`config.mk`:
```
export PLATFORM = sky130hd
export DESIGN_NAME = clamped_pid_motor_drive_unit
export DESIGN_NICKNAME = d
export VERILOG_FILES = /design/src/hdl/cpmd_pkg.sv /design/src/hdl/cpmd_integ.sv /design/src/hdl/cpmd_mult.sv /design/src/hdl/cpmd_out.sv /design/src/hdl/clamped_pid_motor_drive_unit.sv
export SDC_FILE = /design/constraint.sdc
export NUM_CORES = 2
export LEC_CHECK = 0
export BUFFER_PORTS_ARGS = -buffer_cell sky130_fd_sc_hd__clkbuf_2
export CORE_MARGIN = 4
export CORE_UTILIZATION = 40
export DETAILED_ROUTE_END_ITERATION = 12
export SETUP_SLACK_MARGIN = 0.4
export SLEW_MARGIN = 10
export SYNTH_ARGS = -nofsm -noshare
export SYNTH_HDL_FRONTEND = slang
export SYNTH_HIERARCHICAL = 1
export SYNTH_SLANG_ARGS = --single-unit
```
`constraint.sdc`:
```
create_clock -name clk_i -period 9.9 [get_ports clk_i]
set_clock_uncertainty 0.1 [all_clocks]
set_input_delay 0.99 -clock clk_i [delete_from_list [all_inputs] [get_ports clk_i]]
set_output_delay 0.99 -clock clk_i [all_outputs]
set_load 0.1 [all_outputs]
```
`src/hdl/cpmd_pkg.sv`:
```
// Shared types and constants for the clamped PID motor drive.
`timescale 1ns / 1ps

package cpmd_pkg;

  // Configuration register indexes.
  typedef enum logic [2:0] {
    REG_GAIN_PROP   = 3'd0,
    REG_GAIN_INTEG  = 3'd1,
    REG_GAIN_DERIV  = 3'd2,
    REG_INTEG_LIMIT = 3'd3,
    REG_DRIVE_LIMIT = 3'd4,
    REG_DEAD_OFFSET = 3'd5
  } cpmd_reg_e;

  localparam int unsigned CfgIdxW  = 3;
  localparam int unsigned CfgDataW = 16;

  // Reset values of the configuration registers.
  localparam logic signed [15:0] GainPropRst   = 16'sd2560;  // 0.625 in Q4.12
  localparam logic signed [15:0] GainIntegRst  = 16'sd0;
  localparam logic signed [15:0] GainDerivRst  = 16'sd0;
  localparam logic [14:0]        IntegLimitRst = 15'd8000;   // 500.0 in Q11.4
  localparam logic [11:0]        DriveLimitRst = 12'd500;
  localparam logic [11:0]        DeadOffsetRst = 12'd0;

  // Input item.
  typedef struct packed {
    logic signed [15:0] gyro_rate;
    logic signed [15:0] tilt_angle;
  } cpmd_in_t;

  // Result item.
  typedef struct packed {
    logic        direction;
    logic [12:0] duty;
  } cpmd_out_t;

  // Operands after the state update.
  typedef struct packed {
    logic signed [15:0] rate;
    logic signed [15:0] integ;
    logic signed [16:0] diff;
  } cpmd_opnd_t;

  // Q.12 products.
  typedef struct packed {
    logic signed [31:0] prop;
    logic signed [31:0] integ;
    logic signed [32:0] deriv;
  } cpmd_prod_t;

  // Gains as one bundle.
  typedef struct packed {
    logic signed [15:0] prop;
    logic signed [15:0] integ;
    logic signed [15:0] deriv;
  } cpmd_gains_t;

endpackage

```
`src/hdl/cpmd_integ.sv`:
```
// State stage: clamped angle integral and rate difference.
`timescale 1ns / 1ps

module cpmd_integ import cpmd_pkg::*; (
  input  logic        clk_i,
  input  logic        rst_ni,
  input  logic        valid_i,
  output logic        ready_o,
  input  cpmd_in_t    data_i,
  input  logic [14:0] integ_limit_i,
  output logic        valid_o,
  input  logic        ready_i,
  output cpmd_opnd_t  opnd_o
);

  logic               valid_q;
  logic signed [15:0] integ_q, integ_d;
  logic signed [15:0] prev_q;
  logic signed [15:0] rate_q;
  logic signed [16:0] diff_q, diff_d;
  logic signed [16:0] sum;
  logic signed [16:0] lim_pos, lim_neg;
  logic               take;

  assign ready_o = !valid_q || ready_i;
  assign take    = valid_i && ready_o;

  always_comb begin
    lim_pos = signed'({2'b00, integ_limit_i});
    lim_neg = -lim_pos;
    sum     = 17'(integ_q) + 17'(data_i.tilt_angle);
    priority if (sum > lim_pos) begin
      integ_d = lim_pos[15:0];
    end else if (sum < lim_neg) begin
      integ_d = lim_neg[15:0];
    end else begin
      integ_d = sum[15:0];
    end
    diff_d = 17'(data_i.gyro_rate) - 17'(prev_q);
  end

  always_ff @(posedge clk_i or negedge rst_ni) begin
    if (!rst_ni) begin
      valid_q <= 1'b0;
      integ_q <= '0;
      prev_q  <= '0;
    end else begin
      if (ready_o) valid_q <= valid_i;
      if (take) begin
        integ_q <= integ_d;
        prev_q  <= data_i.gyro_rate;
      end
    end
  end

  always_ff @(posedge clk_i) begin
    if (take) begin
      rate_q <= data_i.gyro_rate;
      diff_q <= diff_d;
    end
  end

  assign valid_o     = valid_q;
  assign opnd_o.rate  = rate_q;
  assign opnd_o.integ = integ_q;
  assign opnd_o.diff  = diff_q;

  // Freshly updated integral stays inside the clamp window.
  a_integ_clamped: assert property (@(posedge clk_i) disable iff (!rst_ni)
    take |=> (17'(integ_q) <= signed'({2'b00, integ_limit_i}))
          && (17'(integ_q) >= -signed'({2'b00, integ_limit_i})))
    else $error("integral outside clamp window");

endmodule

```
`src/hdl/cpmd_mult.sv`:
```
// Product stage: the three gain multiplies, registered.
`timescale 1ns / 1ps

module cpmd_mult import cpmd_pkg::*; (
  input  logic        clk_i,
  input  logic        rst_ni,
  input  logic        valid_i,
  output logic        ready_o,
  input  cpmd_opnd_t  opnd_i,
  input  cpmd_gains_t gains_i,
  output logic        valid_o,
  input  logic        ready_i,
  output cpmd_prod_t  prod_o
);

  logic       valid_q;
  cpmd_prod_t prod_q, prod_d;

  assign ready_o = !valid_q || ready_i;

  always_comb begin
    prod_d.prop  = 32'(opnd_i.rate) * 32'(gains_i.prop);
    prod_d.integ = 32'(opnd_i.integ) * 32'(gains_i.integ);
    prod_d.deriv = 33'(opnd_i.diff) * 33'(gains_i.deriv);
  end

  always_ff @(posedge clk_i or negedge rst_ni) begin
    if (!rst_ni) begin
      valid_q <= 1'b0;
    end else if (ready_o) begin
      valid_q <= valid_i;
    end
  end

  always_ff @(posedge clk_i) begin
    if (valid_i && ready_o) prod_q <= prod_d;
  end

  assign valid_o = valid_q;
  assign prod_o  = prod_q;

endmodule

```
`src/hdl/cpmd_out.sv`:
```
// Output stage: sum, truncate toward zero, clamp, direction and duty.
`timescale 1ns / 1ps

module cpmd_out import cpmd_pkg::*; (
  input  logic        clk_i,
  input  logic        rst_ni,
  input  logic        valid_i,
  output logic        ready_o,
  input  cpmd_prod_t  prod_i,
  input  logic [11:0] drive_limit_i,
  input  logic [11:0] dead_offset_i,
  output logic        valid_o,
  input  logic        ready_i,
  output cpmd_out_t   data_o
);

  logic               valid_q;
  cpmd_out_t          data_q, data_d;
  logic signed [34:0] acc;
  logic [34:0]        abs_acc;
  logic [22:0]        mag_full;
  logic [11:0]        mag;

  assign ready_o = !valid_q || ready_i;

  always_comb begin
    acc      = 35'(prod_i.prop) + 35'(prod_i.integ) + 35'(prod_i.deriv);
    abs_acc  = acc[34] ? 35'(-acc) : 35'(acc);
    mag_full = abs_acc[34:12];
    mag      = (mag_full > {11'd0, drive_limit_i}) ? drive_limit_i : mag_full[11:0];
    data_d.direction = acc[34] && (mag != 12'd0);
    data_d.duty      = {1'b0, mag} + {1'b0, dead_offset_i};
  end

  always_ff @(posedge clk_i or negedge rst_ni) begin
    if (!rst_ni) begin
      valid_q <= 1'b0;
    end else if (ready_o) begin
      valid_q <= valid_i;
    end
  end

  always_ff @(posedge clk_i) begin
    if (valid_i && ready_o) data_q <= data_d;
  end

  assign valid_o = valid_q;
  assign data_o  = data_q;

  // Duty never drops below the dead-band offset.
  a_duty_floor: assert property (@(posedge clk_i) disable iff (!rst_ni)
    valid_q |-> (data_q.duty >= {1'b0, dead_offset_i}))
    else $error("duty below dead offset");

  // Forward direction only with a nonzero magnitude.
  a_dir_mag: assert property (@(posedge clk_i) disable iff (!rst_ni)
    (valid_q && data_q.direction) |-> (data_q.duty != {1'b0, dead_offset_i}))
    else $error("forward direction with zero magnitude");

endmodule

```
`src/hdl/clamped_pid_motor_drive_unit.sv`:
```
// Top level of the clamped PID motor drive: config registers and three-stage pipe.
`timescale 1ns / 1ps

//  Channel  Signals                                  Direction  Moves
//  in       in_valid_i, in_stall_o, in_data_i        sink       gyro_rate, tilt_angle
//  out      out_valid_o, out_stall_i, out_data_o     source     direction, duty
//  cfg      cfg_we_i, cfg_idx_i, cfg_data_i          sink       register writes
//
// One transfer in per cycle while in_stall_o is low, one result per item, through
// the registered stages (state update, multiplies, sum/clamp into the result register).
// The integral and previous-rate update is a single add-and-clamp in the
// first stage, so back-to-back items see each other's state.
// Reset (rst_ni low, async) clears the state, empties the pipe and loads
// the register defaults. A stalled output holds its stage; stages behind it
// keep filling, and in_stall_o rises only once every stage is occupied.

module clamped_pid_motor_drive_unit import cpmd_pkg::*; (
  input  logic                clk_i,
  input  logic                rst_ni,
  input  logic                in_valid_i,
  output logic                in_stall_o,
  input  cpmd_in_t            in_data_i,
  output logic                out_valid_o,
  input  logic                out_stall_i,
  output cpmd_out_t           out_data_o,
  input  logic                cfg_we_i,
  input  logic [CfgIdxW-1:0]  cfg_idx_i,
  input  logic [CfgDataW-1:0] cfg_data_i
);

  // Configuration registers.
  cpmd_gains_t gains_q;
  logic [14:0] integ_limit_q;
  logic [11:0] drive_limit_q;
  logic [11:0] dead_offset_q;

  always_ff @(posedge clk_i or negedge rst_ni) begin
    if (!rst_ni) begin
      gains_q.prop  <= GainPropRst;
      gains_q.integ <= GainIntegRst;
      gains_q.deriv <= GainDerivRst;
      integ_limit_q <= IntegLimitRst;
      drive_limit_q <= DriveLimitRst;
      dead_offset_q <= DeadOffsetRst;
    end else if (cfg_we_i) begin
      unique case (cpmd_reg_e'(cfg_idx_i))
        REG_GAIN_PROP:   gains_q.prop  <= cfg_data_i;
        REG_GAIN_INTEG:  gains_q.integ <= cfg_data_i;
        REG_GAIN_DERIV:  gains_q.deriv <= cfg_data_i;
        REG_INTEG_LIMIT: integ_limit_q <= cfg_data_i[14:0];
        REG_DRIVE_LIMIT: drive_limit_q <= cfg_data_i[11:0];
        REG_DEAD_OFFSET: dead_offset_q <= cfg_data_i[11:0];
        default: ;  // unknown index: write dropped
      endcase
    end
  end

  // Pipeline.
  logic       s1_valid, s1_ready, s2_valid, s2_ready, s3_ready;
  cpmd_opnd_t opnd;
  cpmd_prod_t prod;

  cpmd_integ u_integ (
    .clk_i         (clk_i),
    .rst_ni        (rst_ni),
    .valid_i       (in_valid_i),
    .ready_o       (s1_ready),
    .data_i        (in_data_i),
    .integ_limit_i (integ_limit_q),
    .valid_o       (s1_valid),
    .ready_i       (s2_ready),
    .opnd_o        (opnd)
  );

  cpmd_mult u_mult (
    .clk_i   (clk_i),
    .rst_ni  (rst_ni),
    .valid_i (s1_valid),
    .ready_o (s2_ready),
    .opnd_i  (opnd),
    .gains_i (gains_q),
    .valid_o (s2_valid),
    .ready_i (s3_ready),
    .prod_o  (prod)
  );

  cpmd_out u_out (
    .clk_i         (clk_i),
    .rst_ni        (rst_ni),
    .valid_i       (s2_valid),
    .ready_o       (s3_ready),
    .prod_i        (prod),
    .drive_limit_i (drive_limit_q),
    .dead_offset_i (dead_offset_q),
    .valid_o       (out_valid_o),
    .ready_i       (!out_stall_i),
    .data_o        (out_data_o)
  );

  assign in_stall_o = !s1_ready;

  // Input backs up only when every stage holds an item and the output is stalled.
  a_stall_full: assert property (@(posedge clk_i) disable iff (!rst_ni)
    in_stall_o |-> (out_valid_o && out_stall_i && s1_valid && s2_valid))
    else $error("input stalled with room in the pipe");

endmodule

```
==> results.py <==
metrics = {
    "layout": {
        "seqCellArea_um2": 7395,
        "final_cell_count_no_fill": 6286,
        "design_area_um2": 49260,
        "mostFrequentLayoutCells": "inv_1, fa_1, nand2_1",
        "fin_nets": 6012,
        "layout-drive-gt1-share_pct": 6.556,
        "antenna_cells": 0,
        "fillers": 11191,
        "syn_to_final_growth_pct": 6.073,
        "multi_input_area_um2": 34650,
        "final_common_cell": "inv_1",
    },
    "sta": {
        "drv_slew": 0,
        "worst_pin_slew_ns": 1.111,
        "setup_viol": 0,
        "min_period_ns": 8.961,
        "holdWs_ns": 0.2338,
        "rsz0062_at_grt": "false",
        "period_share_pct": 90.52,
        "final_hold_viol_count": 0,
        "slew_headroom_pct": 25.93,
        "fmax_mhz": 111.6,
        "fin_setup_tns_ns": 0,
    },
    "global_routing": {
        "grt_pass1_vias": 34991,
        "grt_max_degree": 81,
        "grt-ovfl-total": 0,
        "antenna_found_initial": 9,
        "grt_pass1_wl_mm": 196.7,
        "track_usage_pct": 20.49,
    },
    "clocking": {
        "max-clock-path-buffers": 3,
        "clock-sinks": 266,
        "clock_latency_ns": 0.59,
        "hold_buffers": 0,
        "cts_resized": 0,
        "ctsRootBufferMaster": "clkbuf_16",
        "htreeDepth": 1,
        "post_cts_buffers": 0,
        "cts.clk_slew.worst_paths_ns": 0.07,
        "cts_tree": "yes",
        "cts_buffers": 29,
    },
    "die": {
        "die_w_um": 348.7,
        "core_area_um2": 114800,
        "initial_utilization_pct": 40.45,
        "placementRows": 124,
        "die-area_um2": 121600,
        "fp.dieH_um": 348.7,
        "ios": 72,
    },
    "yosys": {
        "synth.avg_cell_area_um2": 9.719,
        "synth_warnings": 6,
        "async_flop_share_pct": 45.86,
        "synth_cell_types": 106,
        "netlist_instances": 4778,
        "seq_area_frac_synth_pct": 15.92,
        "synth-edff-count": 144,
        "ys_ff_latch": 266,
        "yosys.area.top_type": "fa_1",
        "ys.flop_type": "edfxtp_1",
        "yosysTopAreaCellShare_pct": 36.08,
        "syn_area_um2": 46440,
        "synth_area_leaders": "fa_1, ha_1, edfxtp_1",
        "synth_nets": 6038,
    },
    "critical_path": {
        "cp_num_buf_inv": 0,
        "critical_path_class": "reg -> reg",
        "critPathLaunchType": "flip-flop",
        "cp_top_family": "compound AO/OA/AOI/OAI gates",
        "critPathCaptureType": "flip-flop",
        "slowest_stage": "or4_1",
        "r2r_start": "u_mult/prod_o[1]",
        "arrival_ns": 9.21,
        "cp_max_fo": 7,
        "worst_path_largest_cell_delay_ns": 0.57,
        "startpoint": "u_mult/prod_o[1]",
        "worstPathRequired_ns": 10.15,
    },
    "place": {
        "hpwl_mm": 97.10,
        "gp_congestion": 0.8926,
        "place_inst": 6233,
        "placed_cell_area_um2": 48200,
        "portBuffers": 71,
    },
    "route": {
        "wl_per_cell_um": 19.32,
        "drtAntennaViolNets": 0,
        "viasPerCell": 5.172,
        "drt-total-wl_mm": 121.5,
        "drc": 0,
        "first_pass_iters": 5,
        "dr_total_vias": 32513,
        "drt_iter0_markers": 2021,
    },
    "job": {
        "maxCapViolCount": 0,
    },
    "status": {
        "status": "completed",
    },
    "hold_path": {
        "worstHoldPathType": "in -> async",
    },
}
per-layer routing:
layer	wire length (µm)	vias to the layer above	GRT usage, %
met5	0	-	0
met4	2282	0	4.160
met3	4316	128	1.293
met2	58790	655	35.06
met1	56070	16788	28.97
li1	-	14942	-
worst reg2reg max path, delay by kind of cell (launching register included):
kind                       cells  cell delay, ns
DFF                            1            0.40
xor gates and xnor gates       1            0.33
and+or+nand+nor               10            2.20
AOI/OAI and AO/OA             19            3.42
adders and majority gates      5            1.89
muxes                          1            0.40
cells by family (layout without fill, tap and decap cells):
logic type | after synthesis | count (layout) | synth area share [%]
multiplexers | 110 | 110 | 2.711
XOR/XNOR | 175 | 175 | 3.333
buffers and inverters | 1153 | 1149 | 9.519
AO/OA/AOI/OAI | 550 | 550 | 8.226
flip-flops | 266 | 266 | 15.92
AND/OR/NAND/NOR | 1320 | 1320 | 14.32
adder cells (fa/ha/maj) | 1204 | 1204 | 45.97
stage by stage:
stage / util, % / worst slack, ns
finish: 42.90 / 0.9389
global route: 42.90 / 0.4363
CTS: 42.89 / 0.6545
detailed placement: 41.98 / 0.6947
global placement: 41.98 / 0.7623
floorplan: - / 1.571
final cells by class:
| type | instances | share of cell area [%] |
|---|---|---|
| multi-input cells | 3359 | 70.34 |
| flip-flops and latches | 266 | 15.01 |
| inverters | 1004 | 7.651 |
| well taps | 1512 | 3.841 |
| clock buffers | 38 | 1.562 |
| repair buffers | 92 | 1.054 |
| clock inverters | 15 | 0.5410 |
path summary, 6_finish.rpt:
kind	slack, ns	to	cells past startpoint
max	0.94	u_out/data_o[12]	36
min	0.23	u_integ/prev_q[12]	1
max reg2reg	0.94	u_out/data_o[12]	36
min reg2reg	0.40	u_integ/prev_q[0]	2
max in group asynchronous	8.00	integ_limit_q[5]	2
min in group clk_i	0.40	u_integ/prev_q[0]	2
Yosys cell counts (20+ instances only):
library cell and count:
inv_1 1004, fa_1 837, nand2_1 483, and2_1 404, ha_1 367, nor2_1 169
a21oi_1 151, edfxtp_1 144, xnor2_1 130, clkbuf_1 123, dfrtp_1 108, o21ai_0 91
mux2_2 90, a21o_1 57, nor3_1 51, xor2_1 43, nand2b_1 36, nand3_1 35
o21a_1 29, a211oi_1 26, o211ai_1 23, nand4_1 22, nor2b_1 20, nor4_1 20
flip-flops by register name (all words and copies together) (netlist names):
| signal | count |
|---|---|
| u_out/valid_o | 1 |
| gains_q | 48 |
| integ_limit_q | 15 |
| u_integ/integ_q | 16 |
| u_out/data_o | 14 |
| dead_offset_q | 12 |
| u_integ/prev_q | 16 |
| drive_limit_q | 12 |
| u_integ/diff_q | 17 |
| u_mult/prod_o | 97 |
| u_mult/valid_o | 1 |
| u_integ/rate_q | 16 |
| u_integ/valid_o | 1 |
Power is left out: the tool's default activity adds up to more than one toggle a clock period on the data nets, which glitch-free logic cannot reach.
